==> src/rtl/chbd_pkg.sv <==
// ----------------------------------------------------------------------------
// Chunked body decoder package
// Shared constants, phase codes, status codes and word types of the HTTP
// chunked body decoder.
// ----------------------------------------------------------------------------
package chbd_pkg;

   localparam int SIZE_BITS_DEF = 24;
   localparam int FIFO_DEPTH    = 4;
   localparam int PTR_W         = $clog2(FIFO_DEPTH);
   localparam int CNT_W         = $clog2(FIFO_DEPTH + 1);

   localparam logic [2:0] PH_LEAD     = 3'd0;
   localparam logic [2:0] PH_DIGITS   = 3'd1;
   localparam logic [2:0] PH_EXT      = 3'd2;
   localparam logic [2:0] PH_SIZE_LF  = 3'd3;
   localparam logic [2:0] PH_DATA     = 3'd4;
   localparam logic [2:0] PH_TRAIL_CR = 3'd5;
   localparam logic [2:0] PH_TRAIL_LF = 3'd6;

   localparam logic [7:0] CH_CR = 8'h0D;
   localparam logic [7:0] CH_LF = 8'h0A;

   localparam logic [1:0] ST_PAYLOAD  = 2'd0;
   localparam logic [1:0] ST_COMPLETE = 2'd1;
   localparam logic [1:0] ST_TRUNC    = 2'd2;

   typedef struct packed {
      logic [7:0] out_byte;
      logic [1:0] status;
   } chbd_word_type;

   typedef struct packed {
      logic [1:0]    count;
      chbd_word_type word0;
      chbd_word_type word1;
   } chbd_emit_type;

endpackage

==> src/rtl/chbd_if.sv <==
// ----------------------------------------------------------------------------
// Chunked body decoder channels
// Valid/ready channels for the raw body bytes and for the decoded words.
// ----------------------------------------------------------------------------
interface chbd_req_if;
   logic       valid;
   logic       ready;
   logic [7:0] in_byte;
   logic       end_of_input;

   modport source (output valid, output in_byte, output end_of_input, input ready);
   modport sink (input valid, input in_byte, input end_of_input, output ready);
endinterface

interface chbd_rsp_if;
   logic       valid;
   logic       ready;
   logic [7:0] out_byte;
   logic [1:0] status;

   modport source (output valid, output out_byte, output status, input ready);
   modport sink (input valid, input out_byte, input status, output ready);
endinterface

==> src/rtl/chbd_step.sv <==
// ----------------------------------------------------------------------------
// Chunked body decoder step logic
// Computes the next parser state and the words caused by one body byte.
// ----------------------------------------------------------------------------
module chbd_step #(
   parameter int SIZE_BITS = chbd_pkg::SIZE_BITS_DEF
) (
   input  logic [7:0]            in_byte,
   input  logic                  end_of_input,
   input  logic [2:0]            cur_phase,
   input  logic [SIZE_BITS-1:0]  cur_accum,
   input  logic [SIZE_BITS-1:0]  cur_left,
   input  logic                  cur_digit,
   input  logic                  cur_finished,
   output logic [2:0]            nxt_phase,
   output logic [SIZE_BITS-1:0]  nxt_accum,
   output logic [SIZE_BITS-1:0]  nxt_left,
   output logic                  nxt_digit,
   output logic                  nxt_finished,
   output chbd_pkg::chbd_emit_type emit
);
   import chbd_pkg::*;

   logic [2:0]           eff_phase;
   logic                 used;
   logic                 is_hex;
   logic                 is_blank;
   logic [3:0]           hex_val;
   logic                 accum_sat;
   logic [SIZE_BITS-1:0] left_dec;
   logic                 first_vld;
   chbd_word_type        first_word;
   logic                 trunc;
   chbd_word_type        trunc_word;

   always_comb begin
      is_hex  = 1'b1;
      hex_val = 4'd0;
      if (in_byte inside {[8'h30:8'h39]}) begin
         hex_val = 4'(in_byte - 8'h30);
      end else if (in_byte inside {[8'h61:8'h66]}) begin
         hex_val = 4'(in_byte - 8'h57);
      end else if (in_byte inside {[8'h41:8'h46]}) begin
         hex_val = 4'(in_byte - 8'h37);
      end else begin
         is_hex = 1'b0;
      end
   end

   assign is_blank  = in_byte inside {8'h20, 8'h09, 8'h0B, 8'h0C};
   assign accum_sat = |cur_accum[SIZE_BITS-1 -: 4];
   assign left_dec  = (cur_left != '0) ? cur_left - SIZE_BITS'(1) : cur_left;

   always_comb begin
      eff_phase    = (cur_phase > PH_TRAIL_LF) ? PH_LEAD : cur_phase;
      used         = 1'b0;
      nxt_phase    = cur_phase;
      nxt_accum    = cur_accum;
      nxt_left     = cur_left;
      nxt_digit    = cur_digit;
      nxt_finished = cur_finished;
      first_vld    = 1'b0;
      first_word   = '{out_byte: 8'h00, status: ST_PAYLOAD};

      if (!cur_finished) begin
         case (eff_phase)
            PH_SIZE_LF: begin
               if (in_byte == CH_LF) begin
                  nxt_phase = PH_DATA;
                  used      = 1'b1;
               end else begin
                  eff_phase = PH_DATA;
               end
            end
            PH_TRAIL_CR: begin
               if (in_byte == CH_CR) begin
                  nxt_phase = PH_TRAIL_LF;
                  used      = 1'b1;
               end else if (in_byte == CH_LF) begin
                  nxt_phase = PH_LEAD;
                  used      = 1'b1;
               end else begin
                  eff_phase = PH_LEAD;
               end
            end
            PH_TRAIL_LF: begin
               if (in_byte == CH_LF) begin
                  nxt_phase = PH_LEAD;
                  used      = 1'b1;
               end else begin
                  eff_phase = PH_LEAD;
               end
            end
            default: begin
            end
         endcase

         if (!used) begin
            nxt_phase = eff_phase;
            if (eff_phase == PH_DATA) begin
               first_vld  = 1'b1;
               first_word = '{out_byte: in_byte, status: ST_PAYLOAD};
               nxt_left   = left_dec;
               nxt_phase  = (left_dec == '0) ? PH_TRAIL_CR : PH_DATA;
            end else if (in_byte == CH_CR || in_byte == CH_LF) begin
               if (!cur_digit || cur_accum == '0) begin
                  nxt_finished = 1'b1;
                  first_vld    = 1'b1;
                  first_word   = '{out_byte: 8'h00, status: ST_COMPLETE};
               end else begin
                  nxt_left  = cur_accum;
                  nxt_phase = (in_byte == CH_CR) ? PH_SIZE_LF : PH_DATA;
               end
               nxt_accum = '0;
               nxt_digit = 1'b0;
            end else if (eff_phase == PH_LEAD && is_blank) begin
               nxt_phase = PH_LEAD;
            end else if (eff_phase != PH_EXT && is_hex) begin
               nxt_accum = accum_sat ? '1 : {cur_accum[SIZE_BITS-5:0], hex_val};
               nxt_digit = 1'b1;
               nxt_phase = PH_DIGITS;
            end else begin
               nxt_phase = PH_EXT;
            end
         end
      end

      trunc      = end_of_input && !nxt_finished;
      trunc_word = '{out_byte: 8'h00, status: ST_TRUNC};

      if (end_of_input) begin
         nxt_phase    = PH_LEAD;
         nxt_accum    = '0;
         nxt_left     = '0;
         nxt_digit    = 1'b0;
         nxt_finished = 1'b0;
      end

      emit.count = 2'(first_vld) + 2'(trunc);
      emit.word0 = first_vld ? first_word : trunc_word;
      emit.word1 = trunc_word;
   end

endmodule

==> src/rtl/chbd_rsp_fifo.sv <==
// ----------------------------------------------------------------------------
// Chunked body decoder result queue
// Small queue that takes up to two words per cycle and drives the result
// channel one word per cycle while rsp.ready is high.
// ----------------------------------------------------------------------------
module chbd_rsp_fifo (
   input  logic                    clock,
   input  logic                    reset,
   input  chbd_pkg::chbd_emit_type push,
   output logic                    room,
   chbd_rsp_if.source              rsp
);
   import chbd_pkg::*;

   chbd_word_type    mem_ff [FIFO_DEPTH];
   logic [PTR_W-1:0] wr_ptr_ff;
   logic [PTR_W-1:0] wr_ptr_in;
   logic [PTR_W-1:0] rd_ptr_ff;
   logic [PTR_W-1:0] rd_ptr_in;
   logic [CNT_W-1:0] count_ff;
   logic [CNT_W-1:0] count_in;
   logic             pop;
   chbd_word_type    head;

   assign pop       = rsp.valid && rsp.ready;
   assign head      = mem_ff[rd_ptr_ff];
   assign rsp.valid = count_ff != '0;
   assign rsp.out_byte = head.out_byte;
   assign rsp.status   = head.status;
   assign room      = count_ff <= CNT_W'(FIFO_DEPTH - 2);

   assign wr_ptr_in = PTR_W'(wr_ptr_ff + PTR_W'(push.count));
   assign rd_ptr_in = PTR_W'(rd_ptr_ff + PTR_W'(pop));
   assign count_in  = CNT_W'(count_ff + CNT_W'(push.count) - CNT_W'(pop));

   always_ff @(posedge clock) begin
      if (reset) begin
         wr_ptr_ff <= '0;
         rd_ptr_ff <= '0;
         count_ff  <= '0;
      end else begin
         wr_ptr_ff <= wr_ptr_in;
         rd_ptr_ff <= rd_ptr_in;
         count_ff  <= count_in;
      end
   end

   always_ff @(posedge clock) begin
      if (push.count != 2'd0) begin
         mem_ff[wr_ptr_ff] <= push.word0;
      end
      if (push.count == 2'd2) begin
         mem_ff[wr_ptr_ff + PTR_W'(1)] <= push.word1;
      end
   end

endmodule

==> src/rtl/http_chunked_body_decoder.sv <==
// ----------------------------------------------------------------------------
// HTTP chunked body decoder
// Parses a chunked transfer body byte by byte and delivers the payload
// bytes, a completion word and a truncation word.
// ----------------------------------------------------------------------------
//  Channel  Dir  Handshake    Word
//  req      in   valid/ready  in_byte[7:0], end_of_input
//  rsp      out  valid/ready  out_byte[7:0], status[1:0]
//
// One body byte is accepted per cycle while req.ready is high; rsp is registered.
// A byte can cause two words, which a four-word queue absorbs; req.ready is low
// while the queue has fewer than two free places, so a stall on rsp stalls req.
// Reset is synchronous and puts the parser at the start of a size line.
// ----------------------------------------------------------------------------
module http_chunked_body_decoder #(
   parameter int SIZE_BITS = chbd_pkg::SIZE_BITS_DEF
) (
   input  logic       clock,
   input  logic       reset,
   chbd_req_if.sink   req_chan,
   chbd_rsp_if.source rsp_chan
);
   import chbd_pkg::*;

   logic [2:0]           phase_ff;
   logic [2:0]           phase_in;
   logic [SIZE_BITS-1:0] accum_ff;
   logic [SIZE_BITS-1:0] accum_in;
   logic [SIZE_BITS-1:0] left_ff;
   logic [SIZE_BITS-1:0] left_in;
   logic                 digit_ff;
   logic                 digit_in;
   logic                 finished_ff;
   logic                 finished_in;
   logic                 accept;
   logic                 room;
   chbd_emit_type        emit;
   chbd_emit_type        push;

   assign req_chan.ready = room;
   assign accept         = req_chan.valid && room;

   chbd_step #(
      .SIZE_BITS (SIZE_BITS)
   ) u_step (
      .in_byte      (req_chan.in_byte),
      .end_of_input (req_chan.end_of_input),
      .cur_phase    (phase_ff),
      .cur_accum    (accum_ff),
      .cur_left     (left_ff),
      .cur_digit    (digit_ff),
      .cur_finished (finished_ff),
      .nxt_phase    (phase_in),
      .nxt_accum    (accum_in),
      .nxt_left     (left_in),
      .nxt_digit    (digit_in),
      .nxt_finished (finished_in),
      .emit         (emit)
   );

   always_comb begin
      push = emit;
      if (!accept) begin
         push.count = 2'd0;
      end
   end

   chbd_rsp_fifo u_fifo (
      .clock (clock),
      .reset (reset),
      .push  (push),
      .room  (room),
      .rsp   (rsp_chan)
   );

   always_ff @(posedge clock) begin
      if (reset) begin
         phase_ff    <= PH_LEAD;
         accum_ff    <= '0;
         left_ff     <= '0;
         digit_ff    <= 1'b0;
         finished_ff <= 1'b0;
      end else if (accept) begin
         phase_ff    <= phase_in;
         accum_ff    <= accum_in;
         left_ff     <= left_in;
         digit_ff    <= digit_in;
         finished_ff <= finished_in;
      end
   end

endmodule

==> src/flat_wrapper.sv <==
// flat-port wrapper written by rule: the top's interface ports become plain ports
module http_chunked_body_decoder_flat import chbd_pkg::*;
#(
   parameter int SIZE_BITS = chbd_pkg::SIZE_BITS_DEF
)
  (clock, reset, req_chan_valid, req_chan_in_byte, req_chan_end_of_input, req_chan_ready, rsp_chan_valid, rsp_chan_out_byte, rsp_chan_status, rsp_chan_ready);
  chbd_req_if req_chan_i ();
  chbd_rsp_if rsp_chan_i ();
  input  logic clock;
  input  logic reset;
  input wire logic [$bits(req_chan_i.valid)-1:0] req_chan_valid;
  input wire logic [$bits(req_chan_i.in_byte)-1:0] req_chan_in_byte;
  input wire logic [$bits(req_chan_i.end_of_input)-1:0] req_chan_end_of_input;
  output wire logic [$bits(req_chan_i.ready)-1:0] req_chan_ready;
  output wire logic [$bits(rsp_chan_i.valid)-1:0] rsp_chan_valid;
  output wire logic [$bits(rsp_chan_i.out_byte)-1:0] rsp_chan_out_byte;
  output wire logic [$bits(rsp_chan_i.status)-1:0] rsp_chan_status;
  input wire logic [$bits(rsp_chan_i.ready)-1:0] rsp_chan_ready;
  assign req_chan_i.valid = req_chan_valid;
  assign req_chan_i.in_byte = req_chan_in_byte;
  assign req_chan_i.end_of_input = req_chan_end_of_input;
  assign req_chan_ready = req_chan_i.ready;
  assign rsp_chan_valid = rsp_chan_i.valid;
  assign rsp_chan_out_byte = rsp_chan_i.out_byte;
  assign rsp_chan_status = rsp_chan_i.status;
  assign rsp_chan_i.ready = rsp_chan_ready;
  http_chunked_body_decoder #(.SIZE_BITS(SIZE_BITS)) u_core (.clock(clock), .reset(reset), .req_chan(req_chan_i), .rsp_chan(rsp_chan_i));
endmodule
==> config.mk <==
export PLATFORM = sky130hd
export DESIGN_NAME = http_chunked_body_decoder_flat
export DESIGN_NICKNAME = d
export VERILOG_FILES = /design/src/rtl/chbd_pkg.sv /design/src/rtl/chbd_if.sv /design/src/rtl/chbd_step.sv /design/src/rtl/chbd_rsp_fifo.sv /design/src/rtl/http_chunked_body_decoder.sv /design/src/flat_wrapper.sv
export SDC_FILE = /design/constraint.sdc
export NUM_CORES = 1
export LEC_CHECK = 0
export ABC_AREA = 1
export ABC_CLOCK_PERIOD_IN_PS = 5590
export BUFFER_PORTS_ARGS = -buffer_cell sky130_fd_sc_hd__buf_2
export CORE_UTILIZATION = 62
export DETAILED_ROUTE_END_ITERATION = 7
export PLACE_DENSITY = 0.89
export REMOVE_ABC_BUFFERS = 1
export SLEW_MARGIN = 40
export SYNTH_ARGS = -nofsm -noshare
export SYNTH_HDL_FRONTEND = slang
export SYNTH_SLANG_ARGS = --single-unit
==> constraint.sdc <==
create_clock -name clock -period 5.59 [get_ports clock]
set_input_delay 1.677 -clock clock [delete_from_list [all_inputs] [get_ports clock]]
set_output_delay 1.677 -clock clock [all_outputs]
set_load 0.02 [all_outputs]
==> results of run 1 <==
-- metrics by stage --
stage / std cells / hold slack (ns) / worst slack, ns
after floorplan: 908 / 0.458 / 0.0807
after global placement: 1070 / 0.471 / 0.567
after detailed placement: 1070 / 0.475 / 0.471
after CTS: 1086 / 0.489 / 0.874
after global routing: 1086 / 0.507 / 0.500
final: 1086 / 0.488 / 0.827
-- worst paths after layout --
check,endpoint,from,cells past startpoint
worst min-delay path,u_core.accum_ff[22],u_core.accum_ff[22],2
worst max register to register,u_core.u_fifo.count_ff[2],u_core.phase_ff[2],22
worst max-delay path,u_core.u_fifo.count_ff[2],req_chan_in_byte[1],24
worst min register to register,u_core.accum_ff[22],u_core.accum_ff[22],2
-- power by group through the flow --
| stage | registers (mW) | logic (mW) | clock network [mW] |
|---|---|---|---|
| finish | 0.969 | 1.01 | 0.446 |
| global placement | 0.976 | 0.970 | 0 |
| global route | 0.987 | 1.13 | 0.479 |
| CTS | 0.963 | 0.996 | 0.453 |
| detailed placement | 0.976 | 0.992 | 0 |
| floorplan | 0.959 | 0.737 | 0 |
-- layout by cell type, fill, tap and decap left out, types with 2 or more instances in the layout --
master    count
nand2_1     210
nor2_1      123
nand3_1     102
dfxtp_1     100
inv_1        83
o21ai_0      76
a21oi_1      72
buf_2        23
o21ai_1      22
a211oi_1     21
nand4_1      20
ha_1         13
clkbuf_8     11
buf_4        10
o22ai_1       9
inv_2         6
nor3_2        6
o211ai_1      5
xor2_1        5
or2_2         4
nand2_2       3
a21oi_2       3
clkinv_1      3
nor2_2        2
nand3b_1      2
nand3_4       2
o21bai_1      2
xnor2_1       2
inv_6         2
-- state kept, by name (all words and copies together), names as in the netlist --
register and cells:
u_core.u_fifo.wr_ptr_ff 2, u_core.left_ff 24, u_core.accum_ff 24, u_core.phase_ff 3
u_core.finished_ff 1, u_core.u_fifo.mem_ff 40, u_core.u_fifo.rd_ptr_ff 2, u_core.u_fifo.count_ff 3
u_core.digit_ff 1
-- area by class of cell --
class / count / area, sq um / share of cell area
Sequential cell: 100 / 2000 / 0.312
Timing Repair Buffer: 33 / 190 / 0.0296
Multi-Input combinational cell: 715 / 3540 / 0.550
Tap cell: 129 / 161 / 0.0251
Clock buffer: 12 / 155 / 0.0241
Clock inverter: 4 / 30.0 / 0.00467
Inverter: 93 / 352 / 0.0547
-- synth_stat cells, types with 2 or more instances --
cell type and n:
nand2_1 210, nor2_1 123, xor2_1 5, buf_6 4
or2_2 4, ha_1 13, dfxtp_1 100, nor3_1 5
a21oi_2 3, nand3_1 102, o21ai_1 22, nand2_2 3
nor2_2 2, o22ai_1 9, nand4_1 20, a211oi_1 21
clkbuf_1 27, nand3_4 2, nor3_2 2, inv_1 83
clkinv_1 3, o21ai_0 76, buf_1 6, inv_2 6
o211ai_1 5, o21bai_1 2, a21oi_1 72, xnor2_1 2
buf_2 10, nand3b_1 2
-- critical path, stage by stage --
cell and delay (ns):
buf_2 0.13, inv_1 0.11, ha_1 0.21, nand3_1 0.13
a21oi_2 0.22, nand2_1 0.12, nand3_1 0.10, nand2_2 0.08
nand3_4 0.08, nand2_1 0.06, nand3_1 0.20, inv_2 0.10
ha_1 0.30, inv_1 0.04, nor2_1 0.24, inv_1 0.08
ha_1 0.27, inv_1 0.05, ha_1 0.13, inv_1 0.04
fa_1 0.36, xor2_1 0.17, inv_1 0.07, nor2_1 0.04
-- kinds of logic (layout without fill, tap and decap cells) --
kind of cell,after synthesis,after routing,share of synthesized area
xor+xnor,7,7,0.0101
compound gates,215,215,0.195
fa+ha+maj,14,14,0.0300
simple gates,479,479,0.341
buf+inv,141,142,0.0950
flops,100,100,0.329
-- per-layer routing --
layer / up-vias / track usage
met4: 0 / 0.0881
met1: 2880 / 0.488
met2: 233 / 0.467
met3: 24 / 0.0562
met5: - / 0
li1: 3170 / -
==> qor.csv, run 1 <==
metric,value,unit
status,finished clean,
sequential fraction of the synthesis area,0.329,
"Min Clock Period, post-route",4.76,ns
vias post-DR,6307,
initial antenna violation count,0,
Placed Area,0.00624,sq mm
combinational fraction of design power,0.416,
buffer levels on the longest clock path,2,
power share of the clock group,0.184,
post-route clock period utilization,0.852,
switch share,0.423,
Initial Util,0.650,
Yosys warning total,0,
Area contributors post-synth,"dfxtp_1 (33%), nand2_1 (13%), nand3_1 (8.4%)",
Vias/cell,5.81,
H-tree Lvls,3,
PostCTS Resize Cnt,0,
core box area,0.00937,sq mm
Post-CTS Hold Buffers,0,
Mean Syn Cell Area,6.37,sq um
Post-route DRC,0,
#FFs+latches synth,100,
CTS Buf Count,9,
ys flop type,dfxtp_1,
clk_skew,0.00854,ns
final hold vios,0,
first-pass GRT wire length,26.0,mm
min-delay worst type,flop to flop,
Finished Core Util,0.686,
# clock sinks,100,
Area Growth Syn to Fin,5.57,%
endpoint class of the critical path,flop,
Slew headroom,0.485,
ys async rst share,0,
Final ANT Viol Nets,0,
r2r setup slk,2.03,ns
CP Class,input pin to flop,
dpl hpwl,10.9,mm
Fmax,210,MHz
Post-synth EDFFs,0,
Leak,2.77,nW
cells after synthesis,956,
share of Yosys cell area claimed by the top area cell type,0.329,
Synth area leader,dfxtp_1,
P_int,1.40,mW
Post-Route M1 WL,7.72,mm
routed wl met3,1.12,mm
synth unique cells,42,
die width,101,microns
die height,101,microns
WL per Instance,14.5,microns
power per cell area,377,mW/mm^2
Synth Cell Area,0.00609,sq mm
final instance area,0.00643,sq mm
Setup Buffers After CTS,0,
grt total ovfl,0,
peak supply drop,0.324,mV
CP startpoint kind,input pin,
CP required,5.84,ns
vias in the first global route,5308,
Total Power,2.42,mW
pin count of the biggest net entering global routing,56,
RSZ-0062 raised after global routing,no,
final wirelength,15.8,mm
Fillers,861,
ANT cells,0,
Final GP Congestion,0.958,
switching power total,1.03,mW
max layer used,met4,
DRT Pass-1 Iters,5,
crit-path max FO,5,
WP data arrival,5.02,ns
root buffer cell,clkbuf_8,
num ports,25,
"CTS clk-pin slew, worst paths",0.09,ns
final net count,979,
share of layout cells above drive strength 1,0.0825,
# setup viols final,0,
setup TNS,0,ns
sequential share of power,0.400,
met2 wire length,6.69,mm
GRT Resource Usage Total,0.323,
Placement Rows,35,
Slew @ Worst Pin,0.768,ns
TritonCTS clock tree,built,
Pins Over Slew Limit,0,
max cap viols,0,
PortBufs,24,
die area,0.0102,sq mm
Iteration-0 DRC Markers,533,
"Clk Latency, worst-skew pair",0.38,ns
(Power assumes the default switching activity.)
==> run 2, diff against run 1 <==
--- a/config.mk
+++ b/config.mk
@@ -5,7 +5,7 @@
 export SDC_FILE = /design/constraint.sdc
 export NUM_CORES = 1
 export LEC_CHECK = 0
-export ABC_AREA = 1
+export ABC_AREA = 0
 export ABC_CLOCK_PERIOD_IN_PS = 5590
 export BUFFER_PORTS_ARGS = -buffer_cell sky130_fd_sc_hd__buf_2
 export CORE_UTILIZATION = 62
==> run 2 against run 1 <==
  * Combinational power shrank 74%
  * Cell area is 8.2% lower
  * Critical path depth fell by 8
  * Largest power group is now registers
==> qor.csv, run 2 <==
metric,value,unit,change
final net count,725,,was 979
CP max stage delay,0.55,ns,was 0.36 ns
cell mode on critical path,ha_1,,was inv_1
Synth Cell Area,0.00554,sq mm,was 0.00609 sq mm
pin count of the biggest net entering global routing,44,,was 56
CP startpoint kind,input pin,,unchanged
crit path cell chain,"buf_2, or3_1, or3_1, a21o_1, nor3_1, nor3_1, ha_1, nand2_1, ha_1, inv_1, ha_1, inv_1, fa_1, xnor2_1, xnor2_1, nor2_1",,"was buf_2, inv_1, ha_1, nand3_1, a21oi_2, nand2_1, nand3_1, nand2_2, nand3_4, nand2_1, nand3_1, inv_2, ha_1, inv_1, nor2_1, inv_1, ha_1, inv_1, ha_1, inv_1, fa_1, xor2_1, inv_1, nor2_1"
first-pass GRT wire length,24.6,mm,was 26.0 mm
Setup Buffers After CTS,0,,unchanged
PortBufs,24,,unchanged
core box area,0.00868,sq mm,was 0.00937 sq mm
"commonest non-fill, non-tap cells in the layout","nand2_1 (108), dfxtp_1 (100), a21oi_1 (76), nor2_1 (73), nor3_1 (25)",,"was nand2_1 (210), nor2_1 (123), nand3_1 (102), dfxtp_1 (100), inv_1 (83)"
share of Yosys cell area claimed by the top area cell type,0.361,,was 0.329
ys async rst share,0,,unchanged
sequential fraction of the synthesis area,0.361,,was 0.329
# setup viols final,0,,unchanged
Area Growth Syn to Fin,6.39,%,was 5.57%
most numerous cell in the Yosys netlist,nand2_1,,unchanged
"commonest non-fill, non-tap cell in the layout",nand2_1,,unchanged
Yosys warning total,0,,unchanged
status,finished clean,,unchanged
max FFs per register,40,,unchanged
"Min Clock Period, post-route",4.91,ns,was 4.76 ns
min-delay worst type,flop to flop,,unchanged
post-route clock period utilization,0.878,,was 0.852
#FFs+latches synth,100,,unchanged
WL per Instance,18.9,microns,was 14.5 microns
TritonCTS clock tree,built,,unchanged
die height,96.6,microns,was 101 microns
clk_skew,0.0174,ns,was 0.00854 ns
Leak,2.22,nW,was 2.77 nW
slowest CP cell,or3_1,,was fa_1
WP data arrival,5.16,ns,was 5.02 ns
die area,0.00932,sq mm,was 0.0102 sq mm
Synth area leader,dfxtp_1,,unchanged
GRT Resource Usage Total,0.345,,was 0.323
# clock sinks,100,,unchanged
Final ANT Viol Nets,0,,unchanged
GR Util met3,0.0845,,was 0.0562
synth unique cells,72,,was 42
crit-path max FO,7,,was 5
Vias/cell,6.77,,was 5.81
Area contributors post-synth,"dfxtp_1 (36%), nand2_1 (7.3%), a21oi_1 (6.9%)",,"was dfxtp_1 (33%), nand2_1 (13%), nand3_1 (8.4%)"
share of layout cells above drive strength 1,0.119,,was 0.0825
Initial Util,0.639,,was 0.650
Hold WS,0.459,ns,was 0.488 ns
initial antenna violation count,0,,unchanged
max cap viols,0,,unchanged
num ports,25,,unchanged
"Clk Latency, worst-skew pair",0.38,ns,about the same
Slew @ Worst Pin,0.840,ns,was 0.768 ns
busiest grt layer,met2,,was met1
cells after synthesis,694,,was 956
Fmax,204,MHz,was 210 MHz
endpoint class of the critical path,flop,,unchanged
Fillers,731,,was 861
met1 usage,0.455,,was 0.488
met2 usage,0.551,,was 0.467
dpl hpwl,10.8,mm,was 10.9 mm
final instance area,0.00590,sq mm,was 0.00643 sq mm
Post-synth EDFFs,0,,unchanged
Final GP Congestion,0.970,,was 0.958
"CTS clk-pin slew, worst paths",0.11,ns,was 0.09 ns
RSZ-0062 raised after global routing,no,,unchanged
biggest regs,"u_core.u_fifo.mem_ff x40, u_core.accum_ff x24, u_core.left_ff x24",,unchanged
Slew headroom,0.436,,was 0.485
CP required,5.84,ns,about the same
most frequent cells after synthesis,"nand2_1 (108), dfxtp_1 (100), a21oi_1 (76)",,"was nand2_1 (210), nor2_1 (123), nand3_1 (102)"
CP Class,input pin to flop,,unchanged
peak supply drop,0.172,mV,was 0.324 mV
Pins Over Slew Limit,0,,unchanged
Placed Area,0.00571,sq mm,was 0.00624 sq mm
Mean Syn Cell Area,7.99,sq um,was 6.37 sq um
DRT Pass-1 Iters,5,,unchanged
Post-route DRC,0,,unchanged
buffer levels on the longest clock path,2,,unchanged
power per cell area,254,mW/mm^2,was 377 mW/mm^2
final hold vios,0,,unchanged
vias post-DR,5492,,was 6307
root buffer cell,clkbuf_8,,unchanged
vias in the first global route,5008,,was 5308
die width,96.6,microns,was 101 microns
H-tree Lvls,3,,unchanged
ANT cells,0,,unchanged
ys flop type,dfxtp_1,,unchanged
register name with the most flops,u_core.u_fifo.mem_ff,,unchanged
Iteration-0 DRC Markers,787,,was 533
grt total ovfl,0,,unchanged
final wirelength,15.4,mm,was 15.8 mm
Placement Rows,34,,was 35
PostCTS Resize Cnt,0,,unchanged
CTS Buf Count,9,,unchanged
Post-CTS Hold Buffers,0,,unchanged
-- run 2: layout make-up --
type | count | area [sq um] | area share
clock buffers | 9 | 124 | 0.0210
clock inverters | 7 | 65.1 | 0.0110
flip-flops and latches | 100 | 2000 | 0.339
inverters | 18 | 67.6 | 0.0115
well taps | 108 | 135 | 0.0229
repair buffers | 32 | 180 | 0.0305
multi-input cells | 537 | 3320 | 0.564
-- run 2: cell families (layout without fill, tap and decap cells) --
family / count (synthesis) / in the layout / synth area share
AND/OR/NAND/NOR: 299 / 299 / 0.255
AO/OA/AOI/OAI: 199 / 199 / 0.243
flip-flops: 100 / 100 / 0.361
buffers and inverters: 57 / 66 / 0.0424
adder cells (fa/ha/maj): 14 / 14 / 0.0330
multiplexers: 13 / 13 / 0.0460
XOR/XNOR: 12 / 12 / 0.0190
-- run 2: worst paths after layout --
check	startpoint	to	slack [ns]	cells after the start
max	req_chan_in_byte[6]	u_core.u_fifo.count_ff[2]	0.68	16
max reg2reg	u_core.accum_ff[20]	u_core.u_fifo.count_ff[2]	1.38	16
min reg2reg	u_core.u_fifo.mem_ff[0][6]	u_core.u_fifo.mem_ff[0][6]	0.46	2
min	u_core.u_fifo.mem_ff[0][6]	u_core.u_fifo.mem_ff[0][6]	0.46	2
-- run 2: report_power, final --
group	total (mW)	switching, mW	internal [mW]
registers	0.784	0.0421	0.742
logic	0.265	0.151	0.113
clock network	0.449	0.275	0.174
-- run 2: worst max-delay path: cells and delay by family --
kind	cells	cell delay, ns
simple gates	6	1.49
fa+ha+maj	4	1.18
xor+xnor	2	0.34
compound gates	1	0.24
buf+inv	3	0.22
-- run 2: through the flow --
step | worst slack, ns | cells | power [mW] | TNS, ns | utilization
floorplan | -0.0257 | 655 | 0.974 | -0.0257 | -
global placement | 0.418 | 795 | 1.04 | 0 | 0.657
detailed placement | 0.314 | 795 | 1.06 | 0 | 0.658
CTS | 0.694 | 811 | 1.50 | 0 | 0.680
global route | 0.473 | 811 | 1.56 | 0 | 0.680
finish | 0.683 | 811 | 1.50 | 0 | 0.680
-- run 2: metal layers --
layer  wire length (microns)  part of all wire
met1                    6160              0.40
met2                    7160              0.47
met3                    1680              0.11
met4                     373             0.024
met5                       0                 0
